[src/design/bounded_wrap_counter_cas_assert.svh]
// Assertion macros used by the bounded wrap counter top-level design file.
`ifndef BOUNDED_WRAP_COUNTER_CAS_ASSERT_SVH
`define BOUNDED_WRAP_COUNTER_CAS_ASSERT_SVH

// Same-cycle implication, sampled on clk, off while rst_n is low.
`define BWC_ASSERT_NOW(label, ante, cons, msg) \
    label: assert property (@(posedge clk) disable iff (!rst_n) (ante) |-> (cons)) \
        else $error(msg);

// Next-cycle implication, sampled on clk, off while rst_n is low.
`define BWC_ASSERT_NEXT(label, ante, cons, msg) \
    label: assert property (@(posedge clk) disable iff (!rst_n) (ante) |=> (cons)) \
        else $error(msg);

`endif

[src/design/bwc_pkg.sv]
// Types and constants of the bounded wrap counter.
package bwc_pkg;

    localparam int unsigned ValueWidth = 64;
    localparam int unsigned TallyWidth = 32;
    localparam int unsigned IndexWidth = 3;

    typedef enum logic [1:0] {
        FUNC_FETCH_DEFAULT = 2'd0,
        FUNC_FETCH_GIVEN   = 2'd1,
        FUNC_WRITE         = 2'd2,
        FUNC_CAS           = 2'd3
    } func_t;

    typedef enum logic [1:0] {
        STATUS_OK       = 2'd0,
        STATUS_RANGE    = 2'd1,
        STATUS_MISMATCH = 2'd2
    } status_t;

    typedef enum logic [IndexWidth-1:0] {
        REG_MINIMUM = 3'd0,
        REG_MAXIMUM = 3'd1,
        REG_STEP    = 3'd2,
        REG_WRAP    = 3'd3,
        REG_INITIAL = 3'd4
    } reg_index_t;

    typedef struct packed {
        logic [ValueWidth-1:0] minimum_value;
        logic [ValueWidth-1:0] maximum_value;
        logic [ValueWidth-1:0] default_step;
        logic                  wrap_enable;
        logic                  init_load;    // pulse: load initial value into counter
        logic [ValueWidth-1:0] reload_value;
    } cfg_t;

    typedef struct packed {
        status_t               status;
        logic [ValueWidth-1:0] updated_count;
        logic                  fetch_ok;
        logic                  update_ok;
    } alu_res_t;

    localparam logic [ValueWidth-1:0] MinimumReset = 64'h0000_0000_0000_0000;
    localparam logic [ValueWidth-1:0] MaximumReset = 64'h7FFF_FFFF_FFFF_FFFF;
    localparam logic [ValueWidth-1:0] StepReset    = 64'h0000_0000_0000_0001;
    localparam logic [ValueWidth-1:0] InitialReset = 64'h0000_0000_0000_0000;

endpackage

[src/design/bounded_wrap_counter_cas.sv]
// Bounded wrapping 64-bit counter with fetch-and-add, write and compare-and-set.
// Throughput is one transaction per clock: an input register holds the accepted
// transaction, a single combinational pass (65-bit add, range compares, one wrap
// correction) evaluates it against the counter, and the result register presents
// it. The counter and the fetch and update tallies change as a transaction moves
// from the input register to the result register, so each transaction sees the
// effect of the one before it. A stalled output holds both registers full;
// in_ready then falls. The user must write configuration through
// cfg_we/cfg_index/cfg_data only while no transaction is in flight; the block
// does not enforce this. Writing the initial value register (index 4) also
// reloads the counter.
`include "bounded_wrap_counter_cas_assert.svh"

module bounded_wrap_counter_cas (
    input  logic                             clk,
    input  logic                             rst_n,
    input  logic                             cfg_we,
    input  logic [bwc_pkg::IndexWidth-1:0]   cfg_index,
    input  logic [bwc_pkg::ValueWidth-1:0]   cfg_data,
    input  logic                             in_valid,
    output logic                             in_ready,
    input  logic [1:0]                       func,
    input  logic [bwc_pkg::ValueWidth-1:0]   operand,
    input  logic [bwc_pkg::ValueWidth-1:0]   expected,
    output logic                             out_valid,
    input  logic                             out_ready,
    output logic [1:0]                       status,
    output logic [bwc_pkg::ValueWidth-1:0]   old_value,
    output logic [bwc_pkg::ValueWidth-1:0]   count_after,
    output logic [bwc_pkg::TallyWidth-1:0]   fetches_done,
    output logic [bwc_pkg::TallyWidth-1:0]   updates_done
);
    import bwc_pkg::*;

    cfg_t                  cfg;
    alu_res_t              res;

    logic                  in_valid_reg;
    logic [1:0]            func_reg;
    logic [ValueWidth-1:0] operand_reg;
    logic [ValueWidth-1:0] expected_reg;

    logic [ValueWidth-1:0] count_value_reg;
    logic [ValueWidth-1:0] count_value_next;
    logic [TallyWidth-1:0] fetch_tally_reg;
    logic [TallyWidth-1:0] fetch_tally_next;
    logic [TallyWidth-1:0] update_tally_reg;
    logic [TallyWidth-1:0] update_tally_next;

    logic                  out_valid_reg;
    status_t               status_reg;
    logic [ValueWidth-1:0] old_value_reg;
    logic [ValueWidth-1:0] count_after_reg;
    logic [TallyWidth-1:0] fetches_reg;
    logic [TallyWidth-1:0] updates_reg;

    logic                  out_free;
    logic                  advance;
    logic                  in_take;

    bwc_cfg u_cfg (
        .clk       (clk),
        .rst_n     (rst_n),
        .cfg_we    (cfg_we),
        .cfg_index (cfg_index),
        .cfg_data  (cfg_data),
        .cfg       (cfg)
    );

    bwc_alu u_alu (
        .func     (func_reg),
        .operand  (operand_reg),
        .expected (expected_reg),
        .count    (count_value_reg),
        .cfg      (cfg),
        .res      (res)
    );

    // Handshake: advance into the result register when it is empty or draining
    assign out_free = !out_valid_reg || out_ready;
    assign advance  = in_valid_reg && out_free;
    assign in_ready = !in_valid_reg || advance;
    assign in_take  = in_valid && in_ready;

    // Hold the accepted transaction in the input register
    always_ff @(posedge clk or negedge rst_n)
    begin
        if (!rst_n)
            in_valid_reg <= 1'b0;
        else if (in_ready)
            in_valid_reg <= in_valid;
    end

    always_ff @(posedge clk)
    begin
        if (in_take)
        begin
            func_reg     <= func;
            operand_reg  <= operand;
            expected_reg <= expected;
        end
    end

    // Next counter and tallies: a reload of the initial value, else the transaction leaving the input register
    always_comb
    begin
        count_value_next  = count_value_reg;
        fetch_tally_next  = fetch_tally_reg;
        update_tally_next = update_tally_reg;
        if (cfg.init_load)
            count_value_next = cfg.reload_value;
        else if (advance)
        begin
            count_value_next  = res.updated_count;
            fetch_tally_next  = fetch_tally_reg + TallyWidth'(res.fetch_ok);
            update_tally_next = update_tally_reg + TallyWidth'(res.update_ok);
        end
    end

    // Advance the counter state
    always_ff @(posedge clk or negedge rst_n)
    begin
        if (!rst_n)
        begin
            count_value_reg  <= InitialReset;
            fetch_tally_reg  <= '0;
            update_tally_reg <= '0;
        end
        else
        begin
            count_value_reg  <= count_value_next;
            fetch_tally_reg  <= fetch_tally_next;
            update_tally_reg <= update_tally_next;
        end
    end

    // Result register valid: load on advance, drop when taken
    always_ff @(posedge clk or negedge rst_n)
    begin
        if (!rst_n)
            out_valid_reg <= 1'b0;
        else if (out_free)
            out_valid_reg <= advance;
    end

    always_ff @(posedge clk)
    begin
        if (advance)
        begin
            status_reg      <= res.status;
            old_value_reg   <= count_value_reg;
            count_after_reg <= res.updated_count;
            fetches_reg     <= fetch_tally_next;
            updates_reg     <= update_tally_next;
        end
    end

    // Drive the output channel
    assign out_valid     = out_valid_reg;
    assign status        = status_reg;
    assign old_value     = old_value_reg;
    assign count_after   = count_after_reg;
    assign fetches_done  = fetches_reg;
    assign updates_done  = updates_reg;

    // Checks
    `BWC_ASSERT_NOW(a_refused_keeps_value,
        out_valid_reg && (status_reg != STATUS_OK),
        count_after_reg == old_value_reg,
        "refused transaction reports a changed counter")
    `BWC_ASSERT_NEXT(a_tallies_mirror_state,
        advance,
        (fetches_reg == fetch_tally_reg) && (updates_reg == update_tally_reg),
        "result tallies differ from stored tallies")
    `BWC_ASSERT_NEXT(a_counter_stable_when_idle,
        !advance && !cfg.init_load,
        $stable(count_value_reg),
        "counter changed without a transaction or reload")
    `BWC_ASSERT_NOW(a_ready_when_output_empty,
        !out_valid_reg,
        in_ready,
        "input stalled while result register is empty")
    `BWC_ASSERT_NEXT(a_result_matches_count,
        advance,
        count_after_reg == count_value_reg,
        "reported value differs from stored counter")

endmodule

[src/design/bwc_cfg.sv]
// Configuration register file of the bounded wrap counter.
module bwc_cfg (
    input  logic                                 clk,
    input  logic                                 rst_n,
    input  logic                                 cfg_we,
    input  logic [bwc_pkg::IndexWidth-1:0]       cfg_index,
    input  logic [bwc_pkg::ValueWidth-1:0]       cfg_data,
    output bwc_pkg::cfg_t                        cfg
);
    import bwc_pkg::*;

    logic [ValueWidth-1:0] minimum_reg;
    logic [ValueWidth-1:0] maximum_reg;
    logic [ValueWidth-1:0] step_reg;
    logic                  wrap_reg;
    logic [ValueWidth-1:0] initial_reg;
    logic                  init_hit;

    // Decode a write to the initial value register
    assign init_hit = cfg_we && (reg_index_t'(cfg_index) == REG_INITIAL);

    // Capture register writes; ignore indexes past the list
    always_ff @(posedge clk or negedge rst_n)
    begin
        if (!rst_n)
        begin
            minimum_reg <= MinimumReset;
            maximum_reg <= MaximumReset;
            step_reg    <= StepReset;
            wrap_reg    <= 1'b0;
            initial_reg <= InitialReset;
        end
        else if (cfg_we)
        begin
            unique case (reg_index_t'(cfg_index))
                REG_MINIMUM: minimum_reg <= cfg_data;
                REG_MAXIMUM: maximum_reg <= cfg_data;
                REG_STEP:    step_reg    <= cfg_data;
                REG_WRAP:    wrap_reg    <= cfg_data[0];
                REG_INITIAL: initial_reg <= cfg_data;
                default:     ;
            endcase
        end
    end

    // Present the settings as one bundle
    always_comb
    begin
        cfg.minimum_value = minimum_reg;
        cfg.maximum_value = maximum_reg;
        cfg.default_step  = step_reg;
        cfg.wrap_enable   = wrap_reg;
        cfg.init_load     = init_hit;
        cfg.reload_value  = init_hit ? cfg_data : initial_reg;
    end

endmodule

[src/design/bwc_alu.sv]
// Single-pass evaluation of one counter transaction against the current count.
module bwc_alu (
    input  logic [1:0]                     func,
    input  logic [bwc_pkg::ValueWidth-1:0] operand,
    input  logic [bwc_pkg::ValueWidth-1:0] expected,
    input  logic [bwc_pkg::ValueWidth-1:0] count,
    input  bwc_pkg::cfg_t                  cfg,
    output bwc_pkg::alu_res_t              res
);
    import bwc_pkg::*;

    logic [ValueWidth-1:0] step;
    logic [ValueWidth:0]   sum_wide;
    logic [ValueWidth-1:0] sum_low;
    logic                  above;
    logic                  below;
    logic [ValueWidth-1:0] wrap_high;
    logic [ValueWidth-1:0] wrap_low;
    logic                  operand_out;

    // Form the exact sum one bit wider than the counter
    assign step     = (func_t'(func) == FUNC_FETCH_DEFAULT) ? cfg.default_step : operand;
    assign sum_wide = {count[ValueWidth-1], count} + {step[ValueWidth-1], step};
    assign sum_low  = sum_wide[ValueWidth-1:0];

    // Range tests on the wide sum; above takes priority over below
    assign above = $signed(sum_wide) >
                   $signed({cfg.maximum_value[ValueWidth-1], cfg.maximum_value});
    assign below = !above && ($signed(sum_wide) <
                   $signed({cfg.minimum_value[ValueWidth-1], cfg.minimum_value}));

    // Wrap once around the range, modulo 2^64
    assign wrap_high = cfg.minimum_value + (sum_low - cfg.maximum_value - 64'd1);
    assign wrap_low  = cfg.maximum_value - (cfg.minimum_value - sum_low - 64'd1);

    // Range test for a written value
    assign operand_out = ($signed(operand) < $signed(cfg.minimum_value)) ||
                         ($signed(operand) > $signed(cfg.maximum_value));

    // Pick the outcome for the function code
    always_comb
    begin
        res.status        = STATUS_OK;
        res.updated_count = count;
        res.fetch_ok      = 1'b0;
        res.update_ok     = 1'b0;
        unique case (func_t'(func))
            FUNC_FETCH_DEFAULT, FUNC_FETCH_GIVEN:
            begin
                priority if ((above || below) && !cfg.wrap_enable)
                begin
                    res.status = STATUS_RANGE;
                end
                else if (above)
                begin
                    res.updated_count = wrap_high;
                    res.fetch_ok      = 1'b1;
                end
                else if (below)
                begin
                    res.updated_count = wrap_low;
                    res.fetch_ok      = 1'b1;
                end
                else
                begin
                    res.updated_count = sum_low;
                    res.fetch_ok      = 1'b1;
                end
            end
            FUNC_WRITE:
            begin
                if (operand_out)
                    res.status = STATUS_RANGE;
                else
                    res.updated_count = operand;
            end
            FUNC_CAS:
            begin
                priority if (operand_out)
                    res.status = STATUS_RANGE;
                else if (count != expected)
                    res.status = STATUS_MISMATCH;
                else
                begin
                    res.updated_count = operand;
                    res.update_ok     = 1'b1;
                end
            end
        endcase
    end

endmodule

[config.mk]
export PLATFORM = sky130hd
export DESIGN_NAME = bounded_wrap_counter_cas
export DESIGN_NICKNAME = d
export VERILOG_FILES = /design/src/design/bwc_pkg.sv /design/src/design/bounded_wrap_counter_cas.sv /design/src/design/bwc_cfg.sv /design/src/design/bwc_alu.sv
export VERILOG_INCLUDE_DIRS = /design/src /design/src/design
export SDC_FILE = /design/constraint.sdc
export NUM_CORES = 2
export LEC_CHECK = 0
export BUFFER_PORTS_ARGS = -buffer_cell sky130_fd_sc_hd__buf_2
export CAP_MARGIN = 20
export CORE_ASPECT_RATIO = 1.4
export CORE_MARGIN = 2
export CORE_UTILIZATION = 24
export DETAILED_ROUTE_END_ITERATION = 6
export PLACE_DENSITY_LB_ADDON = 0.1
export REMOVE_ABC_BUFFERS = 1
export SYNTH_ARGS = -nofsm -noshare
export SYNTH_HDL_FRONTEND = slang
export SYNTH_HIERARCHICAL = 1
export SYNTH_SLANG_ARGS = --single-unit
[constraint.sdc]
create_clock -name clk -period 17.6 [get_ports clk]
set_clock_uncertainty 0.05 [all_clocks]
set_input_delay 3.52 -clock clk [delete_from_list [all_inputs] [get_ports clk]]
set_output_delay 3.52 -clock clk [all_outputs]
set_load 0.05 [all_outputs]
==> qor.yml <==
nets: 5839
wirelength_mm: 230
cts_max_level: 3
critPathMaxStageDelay_ns: 0.61
maxCapViolCount: 0
status: "finished clean"
ant_nets: 0
grt-ovfl-total: 0
crit_fanout: 31
synthFlopType: "edfxtp_1"
grt_pass1_vias: 41915
relSlewSlack_pct: 15.7
ys_ff_latch: 711
crit_type: "flip-flop to flip-flop"
clk-insertion-delay-late_ns: 0.73
required_ns: 17.96
die_y_um: 549
place_area_um2: 56100
start_kind: "flip-flop"
critical-path-top-delay-family: "simple AND/OR/NAND/NOR gates"
hp-class: "flip-flop to flip-flop"
design_area_um2: 59200
reg2reg_to: "fetches_done[26]"
vias_per_cell: 4.95
dp_slack_ns: 6.58
post-route-drc-count: 0
clockBufferDepth: 3
yosysWarnings: 6
antenna_found_initial: 21
post_synth_instance_area_um2: 50900
rows: 200
yosysSeqAreaShare_pct: 38.3
area_growth_pct: 16.3
fin_crit_ns: 10.92
clock-root-buffer: "clkbuf_16"
arrival_ns: 11.29
die_x_um: 393
dp.final_hpwl_mm: 183
gp_congestion: 0.925
syn_avg_cell_area_um2: 10.9
synthCells: 4669
cts_tree: "built"
hold_depth: 0
cts_hold_buffers: 0
drt_first_pass_iters: 5
holdCritStartpoint: "count_value_reg[35]"
max_freq_mhz: 91.5
fin_worst_hold_slack_ns: 0.405
reg2reg_depth: 31
setup-violations-final: 0
clock_sink_count: 711
num-fill-cells: 22298
cts_buffers: 86
synth-edff-count: 324
ctsResizeCount: 0
fin_crit_sh_pct: 62.1
io_buffers: 397
drive_gt1_share_pct: 22.4
slew_violations: 0
clk_pin_slew_worst_paths_ns: 0.07
rr_startpoint: "func_reg[1]"
worst_pin_slew_ns: 1.26
routedWlPerCell_um: 28.8
final_common_cell: "ha_1"
rsz0062_at_grt: "no"
dieArea_um2: 216000
ioPinCount: 398
track_usage_pct: 21.0
fin_tns_setup_ns: 0
vias: 39503
r2r_slack_ns: 6.68
hold_end: "old_value[35]"
async_reset_ff_share_pct: 54.4
start_util_pct: 24.1
layout_common_cells: "450 x ha_1, 396 x buf_2, 324 x edfxtp_1"
post_synth_num_cell_types: 99
end_kind: "flip-flop"
path_buf_inv: 2
slowest_stage: "a21oi_1"
grt_max_degree: 76
timing.final.hold_violations: 0
core_um2: 211000
drt_iter0_drc: 2029
cts_setup_buffers: 0
setup_slack_ns: 6.68
crit_start: "func_reg[1]"
grt_pass1_wl_mm: 322
[stage by stage]
step	instances	utilization [%]
6_report	7978	28.0
3_3_place_gp	7801	26.5
4_1_cts	7966	28.0
2_1_floorplan	4489	-
5_1_grt	7970	28.0
3_5_place_dp	7804	26.5
[Yosys cell counts, types with 14 or more instances]
cell type  number  area share (%)
a21oi_1       271             2.7
o21ai_1        22            0.22
mux2_4        101             3.0
xor2_1        108             1.9
edfxtp_1      324              19
and3_1         39            0.48
mux2_2        302             6.7
nand3_1        95            0.93
and4_1         14            0.24
clkbuf_1      102            0.75
nand2_1       304             2.2
fa_1          122             4.8
inv_1         217             1.6
o21bai_1       31            0.46
ha_1          450              11
o211ai_1       24            0.35
nor2b_1        25            0.31
o221ai_1       33            0.57
a21o_1        159             2.3
a211oi_1       53            0.78
nor4_1         44            0.54
a31oi_1        35            0.43
nor2_1        231             1.7
o22ai_1        17            0.21
o21ai_0       212             2.1
xnor2_1       183             3.1
dfstp_2        64             3.3
o32ai_1        16            0.28
nor3_1         87            0.86
nand4_1       114             1.4
mux2i_1       133             2.6
buf_6          25            0.55
dfrtp_1       323              16
buf_2          27            0.27
o21a_1         34            0.50
and2_1         20            0.25
o31ai_1        26            0.38
o211a_1        22            0.43
nand2b_1       24            0.30
or3_1          16            0.20
[cell type report]
class,instances,area [µm²],area share [%]
multi-input combinational,3559,29500,49.9
sequential,711,19500,32.9
tap,2828,3540,5.98
timing repair buffer,488,2730,4.60
clock buffer,116,2500,4.23
inverter,219,830,1.40
clock inverter,46,533,0.901
antenna,11,27.5,0.0465
[metal layers]
layer | up-vias | track usage (%) | wire, µm
li1 | 18150 | - | -
met1 | 19888 | 24.0 | 90500
met2 | 1061 | 37.8 | 117000
met3 | 384 | 2.77 | 8570
met4 | 20 | 10.8 | 13500
met5 | - | 0 | 125
[worst max path at each step]
stage,cells past startpoint,end
final,31,fetches_done[26]
after global routing,31,fetches_done[26]
after CTS,31,fetches_done[26]
after detailed placement,31,fetches_done[26]
after global placement,31,fetches_done[26]
after floorplan,29,count_value_reg[41]
[logic make-up (layout without fill, tap and decap cells)]
kind of cell | count (synthesis) | after routing | share of synthesized area, %
flops | 711 | 711 | 38.3
simple gates | 1049 | 1049 | 10.1
fa+ha+maj | 573 | 573 | 15.9
xor+xnor | 295 | 295 | 5.17
buf+inv | 399 | 869 | 3.82
mux | 540 | 540 | 12.4
compound gates | 1102 | 1102 | 14.4
other cells | 0 | 11 | 0
Power is left out: the tool's default activity adds up to more than one toggle a clock period on the data nets, which glitch-free logic cannot reach.
